**src/design/itt_pkg.sv**
```systemverilog
// shared types and constants for the idle timeout table
package itt_pkg;
  localparam int NumEntries = 16;
  localparam int SlotW      = $clog2(NumEntries);
  localparam int CntW       = $clog2(NumEntries + 1);
  localparam int TimeW      = 32;

  typedef logic [SlotW-1:0] slot_t;
  typedef logic [CntW-1:0]  cnt_t;
  typedef logic [TimeW-1:0] time_t;

  typedef enum logic [2:0] {
    OP_ADD = 3'd0, OP_REFRESH = 3'd1, OP_CANCEL = 3'd2, OP_TICK = 3'd3, OP_DESTROY = 3'd4
  } op_t;

  typedef enum logic [2:0] {
    ST_ADDED = 3'd0, ST_FULL = 3'd1, ST_DESTROYED = 3'd2, ST_EXPIRED = 3'd3,
    ST_DONE = 3'd4, ST_IGNORED = 3'd5
  } status_t;

  typedef enum logic [1:0] {
    CFG_REAP = 2'd0, CFG_EXPIRY = 2'd1, CFG_NEVER = 2'd2, CFG_REPORT = 2'd3
  } cfg_idx_t;

  // controller -> datapath
  typedef struct packed {
    logic  load;       // capture input item
    logic  scan_step;  // advance search pointer
    logic  shift_step; // shift order list down by one at scan pointer
    logic  append;     // append slot at tail
    logic  remove_tail;
    logic  alloc;      // mark free slot live and stamp
    logic  restamp;
    logic  kill;       // clear live bit of target slot
    logic  tick;
    logic  sched_first;
    logic  sched_pass;
    logic  set_finished;
    logic  clr_ptr;
  } cmd_t;

  // datapath -> controller
  typedef struct packed {
    logic  finished;
    logic  full;
    logic  empty;
    logic  target_live;
    logic  ptr_match;   // order[ptr] == target
    logic  ptr_at_end;  // ptr + 1 >= count
    logic  pass_due;
    logic  head_expired;
    slot_t free_slot;
    slot_t tail_slot;
    slot_t target;
    op_t   op;
  } sts_t;
endpackage

```
**src/design/itt_datapath.sv**
```systemverilog
// datapath: entry store, order list, time and configuration registers
module itt_datapath import itt_pkg::*; (
  input  logic        clk,
  input  logic        rst_n,
  input  cmd_t        cmd,
  output sts_t        sts,
  input  logic [2:0]  in_opcode,
  input  logic [3:0]  in_handle,
  input  logic        cfg_we,
  input  logic [1:0]  cfg_index,
  input  logic [15:0] cfg_data,
  output logic        report_on_destroy
);
  time_t stamp_r [NumEntries];
  slot_t order_r [NumEntries];
  logic [NumEntries-1:0] live_r;
  cnt_t  count_r;
  cnt_t  ptr_r;
  time_t now_r, next_r;
  logic  finished_r;
  logic [15:0] reap_r, expiry_r;
  logic  never_r, report_r;
  op_t   op_r;
  slot_t target_r;
  logic  target_ok_r;

  slot_t free_slot;
  logic  any_free;
  time_t age, delay;
  logic [TimeW:0] d_full;
  slot_t ptr_idx, last_idx;

  assign report_on_destroy = report_r;
  assign ptr_idx  = ptr_r[SlotW-1:0];
  assign last_idx = SlotW'(count_r - cnt_t'(1));

  always_comb begin
    free_slot = '0;
    any_free  = 1'b0;
    for (int i = NumEntries - 1; i >= 0; i--) begin
      if (!live_r[i]) begin
        free_slot = SlotW'(i);
        any_free  = 1'b1;
      end
    end
  end

  assign age = now_r - stamp_r[order_r[0]];
  assign d_full = {{(TimeW-15){1'b0}}, expiry_r} - {1'b0, age};
  always_comb begin
    if (d_full[TimeW:16] != '0 || d_full[15:0] < reap_r) delay = time_t'(reap_r);
    else delay = d_full[TimeW-1:0];
    if (delay == '0) delay = time_t'(1);
  end

  always_comb begin
    sts.finished     = finished_r;
    sts.full         = !any_free || count_r >= cnt_t'(NumEntries);
    sts.empty        = count_r == '0;
    sts.target_live  = target_ok_r && live_r[target_r];
    sts.ptr_match    = order_r[ptr_idx] == target_r;
    sts.ptr_at_end   = (ptr_r + cnt_t'(1)) >= count_r;
    sts.pass_due     = !finished_r && !never_r && count_r != '0 && now_r == next_r;
    sts.head_expired = age >= time_t'(expiry_r);
    sts.free_slot    = free_slot;
    sts.tail_slot    = order_r[last_idx];
    sts.target       = target_r;
    sts.op           = op_r;
  end

  always_ff @(posedge clk) begin
    if (!rst_n) begin
      live_r <= '0; count_r <= '0; now_r <= '0; next_r <= '0; finished_r <= 1'b0;
      reap_r <= 16'd1; expiry_r <= 16'd10; never_r <= 1'b0; report_r <= 1'b0;
      ptr_r <= '0;
    end else begin
      if (cfg_we) begin
        unique case (cfg_idx_t'(cfg_index))
          CFG_REAP:   reap_r   <= cfg_data;
          CFG_EXPIRY: expiry_r <= cfg_data;
          CFG_NEVER:  never_r  <= cfg_data[0];
          CFG_REPORT: report_r <= cfg_data[0];
          default: ;
        endcase
      end
      if (cmd.load) begin
        op_r        <= op_t'(in_opcode);
        target_r    <= SlotW'(in_handle);
        target_ok_r <= 32'(in_handle) < NumEntries;
      end
      if (cmd.clr_ptr) ptr_r <= '0;
      else if (cmd.scan_step || cmd.shift_step) ptr_r <= ptr_r + cnt_t'(1);
      if (cmd.shift_step && !sts.ptr_at_end) order_r[ptr_idx] <= order_r[ptr_idx + slot_t'(1)];
      if (cmd.tick) now_r <= now_r + time_t'(1);
      if (cmd.kill) begin
        live_r[target_r] <= 1'b0;
        count_r <= count_r - cnt_t'(1);
      end
      if (cmd.remove_tail) begin
        live_r[order_r[last_idx]] <= 1'b0;
        count_r <= count_r - cnt_t'(1);
      end
      if (cmd.alloc) begin
        live_r[free_slot]  <= 1'b1;
        stamp_r[free_slot] <= now_r;
        order_r[count_r[SlotW-1:0]] <= free_slot;
        count_r <= count_r + cnt_t'(1);
        target_r <= free_slot;
      end
      if (cmd.restamp) begin
        live_r[target_r]  <= 1'b1;
        stamp_r[target_r] <= now_r;
        order_r[last_idx] <= target_r;
      end
      if (cmd.sched_first) next_r <= now_r + time_t'(expiry_r == '0 ? 16'd1 : expiry_r);
      if (cmd.sched_pass)  next_r <= now_r + delay;
      if (cmd.set_finished) finished_r <= 1'b1;
      if (cmd.append) target_r <= order_r[0];
    end
  end
endmodule

```
**src/design/itt_ctrl.sv**
```systemverilog
// controller state machine sequencing each operation
module itt_ctrl import itt_pkg::*; (
  input  logic        clk,
  input  logic        rst_n,
  input  sts_t        sts,
  input  logic        report_on_destroy,
  output cmd_t        cmd,
  input  logic        in_valid,
  output logic        in_ready,
  output logic        out_valid,
  input  logic        out_ready,
  output logic [2:0]  out_status,
  output logic [3:0]  out_slot,
  output logic        out_last
);
  typedef enum logic [2:0] {
    S_IDLE, S_DECODE, S_FIND, S_SHIFT, S_PASS, S_DESTROY, S_OUT
  } state_t;

  state_t state_r, state_nxt;
  logic   ov_r, ov_nxt;
  logic [2:0] st_r, st_nxt;
  slot_t  sl_r, sl_nxt;
  logic   last_r, last_nxt;
  logic   refresh_r, refresh_nxt;
  logic   reaped_r, reaped_nxt;
  state_t ret_r, ret_nxt;

  assign in_ready   = state_r == S_IDLE;
  assign out_valid  = ov_r;
  assign out_status = st_r;
  assign out_slot   = 4'(sl_r);
  assign out_last   = last_r;

  always_comb begin
    cmd = '0;
    state_nxt = state_r; ov_nxt = ov_r; st_nxt = st_r; sl_nxt = sl_r;
    last_nxt = last_r; refresh_nxt = refresh_r; reaped_nxt = reaped_r; ret_nxt = ret_r;
    unique case (state_r)
      S_IDLE: if (in_valid) begin
        cmd.load = 1'b1; state_nxt = S_DECODE;
      end
      S_DECODE: begin
        ret_nxt = S_IDLE; last_nxt = 1'b1; state_nxt = S_OUT; ov_nxt = 1'b1;
        case (sts.op)
          OP_ADD: begin
            if (sts.finished) begin
              st_nxt = ST_DESTROYED; sl_nxt = '0;
            end else if (sts.full) begin
              st_nxt = ST_FULL; sl_nxt = '0;
            end else begin
              cmd.alloc = 1'b1; st_nxt = ST_ADDED; sl_nxt = sts.free_slot;
              if (sts.empty) cmd.sched_first = 1'b1;
            end
          end
          OP_REFRESH, OP_CANCEL: begin
            sl_nxt = sts.target;
            if (!sts.target_live) st_nxt = ST_IGNORED;
            else begin
              refresh_nxt = sts.op == OP_REFRESH;
              cmd.clr_ptr = 1'b1; ov_nxt = 1'b0; state_nxt = S_FIND;
            end
          end
          OP_TICK: begin
            cmd.tick = 1'b1; reaped_nxt = 1'b0; ov_nxt = 1'b0; state_nxt = S_PASS;
          end
          OP_DESTROY: begin
            st_nxt = ST_DONE; sl_nxt = '0;
            if (!sts.finished) begin
              cmd.set_finished = 1'b1;
              if (report_on_destroy && !sts.empty) begin
                // pointer at zero makes ptr_at_end flag the last remaining entry
                cmd.clr_ptr = 1'b1; ov_nxt = 1'b0; state_nxt = S_DESTROY;
              end
            end
          end
          default: begin
            st_nxt = ST_IGNORED; sl_nxt = '0;
          end
        endcase
      end
      S_FIND: begin
        if (sts.ptr_match) state_nxt = S_SHIFT;
        else cmd.scan_step = 1'b1;
      end
      S_SHIFT: begin
        cmd.shift_step = 1'b1;
        if (sts.ptr_at_end) begin
          if (refresh_r) cmd.restamp = 1'b1;
          else cmd.kill = 1'b1;
          sl_nxt = sts.target;
          if (sts.op == OP_TICK) begin
            // reaped entry: hold the transfer until the next head is checked
            st_nxt = ST_EXPIRED; reaped_nxt = 1'b1; state_nxt = S_PASS;
          end else begin
            st_nxt = ST_DONE; last_nxt = 1'b1;
            ov_nxt = 1'b1; ret_nxt = S_IDLE; state_nxt = S_OUT;
          end
        end
      end
      S_PASS: begin
        if (reaped_r) begin
          // send the held expired transfer; it is last unless the new head goes too
          reaped_nxt = 1'b0; ov_nxt = 1'b1; last_nxt = 1'b1; ret_nxt = S_IDLE;
          state_nxt = S_OUT;
          if (sts.pass_due && sts.head_expired) begin
            last_nxt = 1'b0; ret_nxt = S_PASS;
          end else if (sts.pass_due) cmd.sched_pass = 1'b1;
        end else if (sts.pass_due && sts.head_expired) begin
          // pull the head out: reuse the cancel shift with the head as target
          cmd.append = 1'b1; cmd.clr_ptr = 1'b1; refresh_nxt = 1'b0; state_nxt = S_SHIFT;
        end else begin
          if (sts.pass_due) cmd.sched_pass = 1'b1;
          st_nxt = ST_DONE; sl_nxt = '0; last_nxt = 1'b1; ov_nxt = 1'b1;
          ret_nxt = S_IDLE; state_nxt = S_OUT;
        end
      end
      S_DESTROY: begin
        cmd.remove_tail = 1'b1; st_nxt = ST_EXPIRED; sl_nxt = sts.tail_slot;
        last_nxt = sts.ptr_at_end; ov_nxt = 1'b1; ret_nxt = S_DESTROY; state_nxt = S_OUT;
        if (sts.ptr_at_end) ret_nxt = S_IDLE;
      end
      S_OUT: if (out_ready) begin
        ov_nxt = 1'b0; state_nxt = ret_r;
      end
      default: state_nxt = S_IDLE;
    endcase
  end

  always_ff @(posedge clk) begin
    if (!rst_n) begin
      state_r <= S_IDLE; ov_r <= 1'b0; refresh_r <= 1'b0; reaped_r <= 1'b0; ret_r <= S_IDLE;
      last_r <= 1'b0; st_r <= '0; sl_r <= '0;
    end else begin
      state_r <= state_nxt; ov_r <= ov_nxt; refresh_r <= refresh_nxt;
      reaped_r <= reaped_nxt; ret_r <= ret_nxt;
      st_r <= st_nxt; sl_r <= sl_nxt; last_r <= last_nxt;
    end
  end
endmodule

```
**src/design/idle_timeout_table_core.sv**
```systemverilog
// top level of the idle timeout table
// Idle timeout table: up to 16 live entries kept oldest-to-newest with a
// 32-bit stamp each, one item handled at a time. Add, a refused add,
// destroy without reporting and an unknown opcode go through accept, decode
// and result transfer; a tick with no reaping adds a head check before the
// transfer; refresh and cancel walk the order list one position per cycle to
// find the handle and close the gap; a tick that runs a pass handles each
// reaped entry in turn (head check, shift out, next head check, transfer);
// destroy with reporting removes and transfers each remaining entry from the
// tail. Each result transfer waits for out_ready; the block takes a new item
// only once the previous one is done.
module idle_timeout_table_core import itt_pkg::*; (
  input  logic        clk,
  input  logic        rst_n,
  input  logic        in_valid,
  output logic        in_ready,
  input  logic [2:0]  in_opcode,
  input  logic [3:0]  in_handle,
  output logic        out_valid,
  input  logic        out_ready,
  output logic [2:0]  out_status,
  output logic [3:0]  out_slot,
  output logic        out_last,
  input  logic        cfg_valid,
  output logic        cfg_ready,
  input  logic [1:0]  cfg_index,
  input  logic [15:0] cfg_data
);
  cmd_t cmd;
  sts_t sts;
  logic report;

  // config is always taken; writes must happen while idle, the block does not enforce it
  assign cfg_ready = 1'b1;

  itt_datapath u_dp (
    .clk, .rst_n, .cmd, .sts, .in_opcode, .in_handle,
    .cfg_we(cfg_valid), .cfg_index, .cfg_data, .report_on_destroy(report)
  );

  itt_ctrl u_ctrl (
    .clk, .rst_n, .sts, .report_on_destroy(report), .cmd,
    .in_valid, .in_ready, .out_valid, .out_ready, .out_status, .out_slot, .out_last
  );
endmodule

```
**config.mk**
```make
export PLATFORM = sky130hd
export DESIGN_NAME = idle_timeout_table_core
export DESIGN_NICKNAME = d
export VERILOG_FILES = /design/src/design/itt_pkg.sv /design/src/design/itt_datapath.sv /design/src/design/itt_ctrl.sv /design/src/design/idle_timeout_table_core.sv
export SDC_FILE = /design/constraint.sdc
export NUM_CORES = 1
export LEC_CHECK = 0
export CORE_MARGIN = 2
export CORE_UTILIZATION = 58
export DETAILED_ROUTE_END_ITERATION = 16
export DONT_BUFFER_PORTS = 1
export PLACE_DENSITY = 0.86
export SYNTH_ARGS = -nofsm -noshare
export SYNTH_HDL_FRONTEND = slang
export SYNTH_SLANG_ARGS = --single-unit
```
**constraint.sdc**
```tcl
create_clock -name clk -period 10.96 [get_ports clk]
set_input_delay 0.548 -clock clk [delete_from_list [all_inputs] [get_ports clk]]
set_output_delay 0.548 -clock clk [all_outputs]
set_load 0.05 [all_outputs]
```
==> run summary <==
The number of global-route vias before repair came out at around 24000. The number of DRC violations after detailed-routing iteration 0 came out at roughly 2900. The number of pins exceeding their max-slew limit in the final report is 0.

The final-report hold violation count is 0. The largest driver fanout on the critical path is 6. The detailed-route wire length per cell came out at 28.14 um. The initial cell density of the core came out at 0.5842.

After synthesis the netlist holds a flip-flop and latch count of approximately 730. The number of filler cells placed in the layout came out at 4115. After clock tree synthesis, the clock-pin slew on the worst setup and hold paths is 70 ps.

The first detailed-routing pass took 6 iterations. The total of endpoints with negative setup slack in the final report is 0. Of the available clock period, the critical path in the final layout requires 0.9533.

The slew of the pin with the lowest slew margin came out at roughly 1300 ps. The clock buffer count from CTS is 75. The required time of the critical path is roughly 11000 ps.

Measured along the y axis, the die boundary spans ~250 um. The most utilized layer in the global route result is met2. The number of buffers and inverters on the critical path came out at 2. Summed over all failing endpoints, the final setup total negative slack is 0 ps. The total routed wirelength is 99070 um. The total number of placement rows is between 90 and 100. After synthesis, the share of flip-flops with an asynchronous set or reset is 0.

The stage delay of the slowest cell on the critical path is 540 ps. The routability congestion estimate came out at roughly 0.99. The H-tree depth came out at 3. The number of buffers between clock root and the deepest sink is 3. The number of sinks driven by the clock tree is 728. The synthesized netlist contains just over 80 unique library cells. The most numerous cell type found on the critical path is a21oi_1. Of the post-synthesis cell area, the dominant cell type holds 0.4883.

The clock period minus worst slack came out at roughly 10000 ps. Measured against its own limit, the worst slew margin works out to 0.1406. The max-cap check violation count is 0.

For the final database, setup skew stands at around 38 ps. The highest clock rate came out at around 96 MHz. The final layout net count came out at ~2800. From synthesis to final layout, the design area changed by 10.77%. Of all cell types, the one taking the most synthesized area is edfxtp_1. The per-cell via count in the routed design is around 7.

The library cells used most frequently in the layout, excluding fill and tap cells, are 583 x edfxtp_1, 237 x nand2_1, 222 x mux4_2, 163 x nor2_1, 147 x a21oi_1. The number of warnings issued by yosys came out at 0. The kind of cell adding the most delay to the critical path is compound AO/OA/AOI/OAI gates. The mapped cell area is 35850 um2. For the worst setup path, the data arrival time is roughly 11000 ps. The width of the die is around 250 um. The number of design rule violations left after detail routing is 0. The number of antenna diodes in the final layout is 0.

STA classifies the critical path endpoint as a flop. The number of I/O pins is 41. After detailed placement, the total cell area comes to around 37000 um2. The area occupied by registers is about 20000 um2. Across the VDD grid, the largest voltage drop is between 0.0001 and 0.00015 V. The number of instances in the synthesized netlist is roughly 2600. Across every metal layer, demand over resource in global routing totals 0.3115. The standby leakage power came out at 14.17 nW. For this run, global-route usage on met3 was measured as 0.05736. The port buffer count is 0. The critical path is of the reg -> reg type. By area the synthesized netlist is led by edfxtp_1 49%, mux4_2 14%, dfxtp_1 8.1%. The CTS root buffer is clkbuf_16.

With fillers left out, the area of the finished cells amounts to 39710 um2. Each instance of the synthesized netlist takes up on average approximately 14 um2. Summing all multi-input logic gate instances after layout gives ~15000 um2.

The met2 usage in global routing is 0.5183. The initial antenna violation count came to 0. The floorplan core area is about 61000 um2. The later pin in the worst-skew pair is clocked with a latency of around 650 ps.

The number of antenna-violating nets in the routed design is 0. The overflow left after global routing is 0. Among all flip-flop cells after synthesis, the most frequent one is edfxtp_1. The die footprint came out at 63820 um2.

The number of enable flip-flop cells after synthesis is 583. The min-delay analysis places its worst path in the category in -> reg. TritonCTS built the clock tree.

The launching element type of the critical path is a flop. The post-detailed-placement half-perimeter wirelength is approximately 62000 um. The register area share after synthesis is 0.5693. The largest individual stage delay along the critical path comes from the cell edfxtp_1. The library cell used most frequently in the layout, excluding fill and tap cells, is edfxtp_1. The count of vias placed by the detailed router came out at roughly 24000. The power density of the placed cells is approximately 180 nW/um2.

The flow ran to the end, and the final reports show no timing, DRC or antenna violations. Of the cells placed in the final design, the portion with a size suffix greater than 1 is 0.1820. The met1 track demand over resource is 0.4037.

Entering global routing, the biggest net connects between 100 and 150 pins. The first global-routing pass estimated 148000 um of wire.
worst register-to-register path, delay by kind of cell (launching register included):
family          cells  cell delay, ps
mux                 5            1690
compound gates     20            4840
flops               1             540
xor+xnor            3             390
buf+inv             2             400
fa+ha+maj           5            1740
simple gates        5             680
worst paths after layout:
path | slack [ps] | to | from | depth (start not counted)
worst min register to register | 480 | u_dp.next_r[24] | u_dp.next_r[24] | 2
worst max-delay path | 510 | u_dp.next_r[31] | u_dp.order_r[0][0] | 40
worst max register to register | 510 | u_dp.next_r[31] | u_dp.order_r[0][0] | 40
worst min-delay path | 20 | u_dp.reap_r[0] | cfg_data[0] | 2
cell families (layout without fill, tap and decap cells):
logic type,Yosys count,in the layout,synth area share
buf+inv,213,314,0.02324
compound gates,443,443,0.08205
mux,315,315,0.1666
flops,728,728,0.5693
fa+ha+maj,105,105,0.03727
simple gates,676,676,0.08837
xor+xnor,134,134,0.03295
other cells,2,16,0.0002095
area by class of cell:
cell class / instances / area share
flip-flops and latches: 728 / 0.5139
multi-input cells: 1689 / 0.3729
clock buffers: 104 / 0.05252
well taps: 790 / 0.02489
repair buffers: 82 / 0.01701
clock inverters: 36 / 0.009988
inverters: 92 / 0.008727
through the flow:
step                total power [mW]  instances    util  setup slack (ps)  hold WS (ps)
global route                   7.176       3521  0.6471            -44.95         10.18
detailed placement             4.449       3369  0.6047             443.3         464.6
CTS                            6.970       3513  0.6458             80.51         3.206
finish                         6.980       3521  0.6471             511.9         15.72
global placement               4.413       3369  0.6047             643.1         456.3
floorplan                      4.105       2630       -             677.6         449.4
where the power goes:
part / internal (mW) / total, mW / leakage, nW / switching, mW
clock: 1.43 / 2.55 / 1.20 / 1.12
combinational: 0.513 / 1.24 / 6.41 / 0.728
sequential: 3.04 / 3.19 / 6.56 / 0.149
cell usage after synthesis (all sizes together) (25+ instances only):
library cell	number
nand2	237
buf	25
mux2	34
a21o	32
nor2	180
ha	102
a21oi	148
xnor2	57
o21ai	78
nand3	46
nand4	28
mux2i	59
xor2	77
mux4	222
clkbuf	96
nor3	31
inv	92
dfxtp	145
edfxtp	583
metal layers:
metal | share of wire | routed length [um]
met1 | 0.37 | 36650
met2 | 0.49 | 48940
met3 | 0.092 | 9152
met4 | 0.044 | 4327
met5 | 0 | 0
state kept, by name, summed over array words and instances (netlist names), 4 cells and up, named ones only:
register         count
u_dp.next_r         32
u_dp.reap_r         16
u_dp.now_r          32
u_dp.ptr_r           5
u_dp.expiry_r       16
u_dp.count_r         5
u_dp.target_r        4
u_ctrl.out_slot      4
u_dp.order_r        64
u_dp.stamp_r       512
u_dp.live_r         16
what timing repair did:
item	4_1_cts	5_1_grt
setup buffers	0	8
setup endpoints to repair	0	4
hold endpoints to repair	6	0
hold buffers	4	0
resized for setup	0	2
No activity file was read; power rests on OpenSTA's default activity.
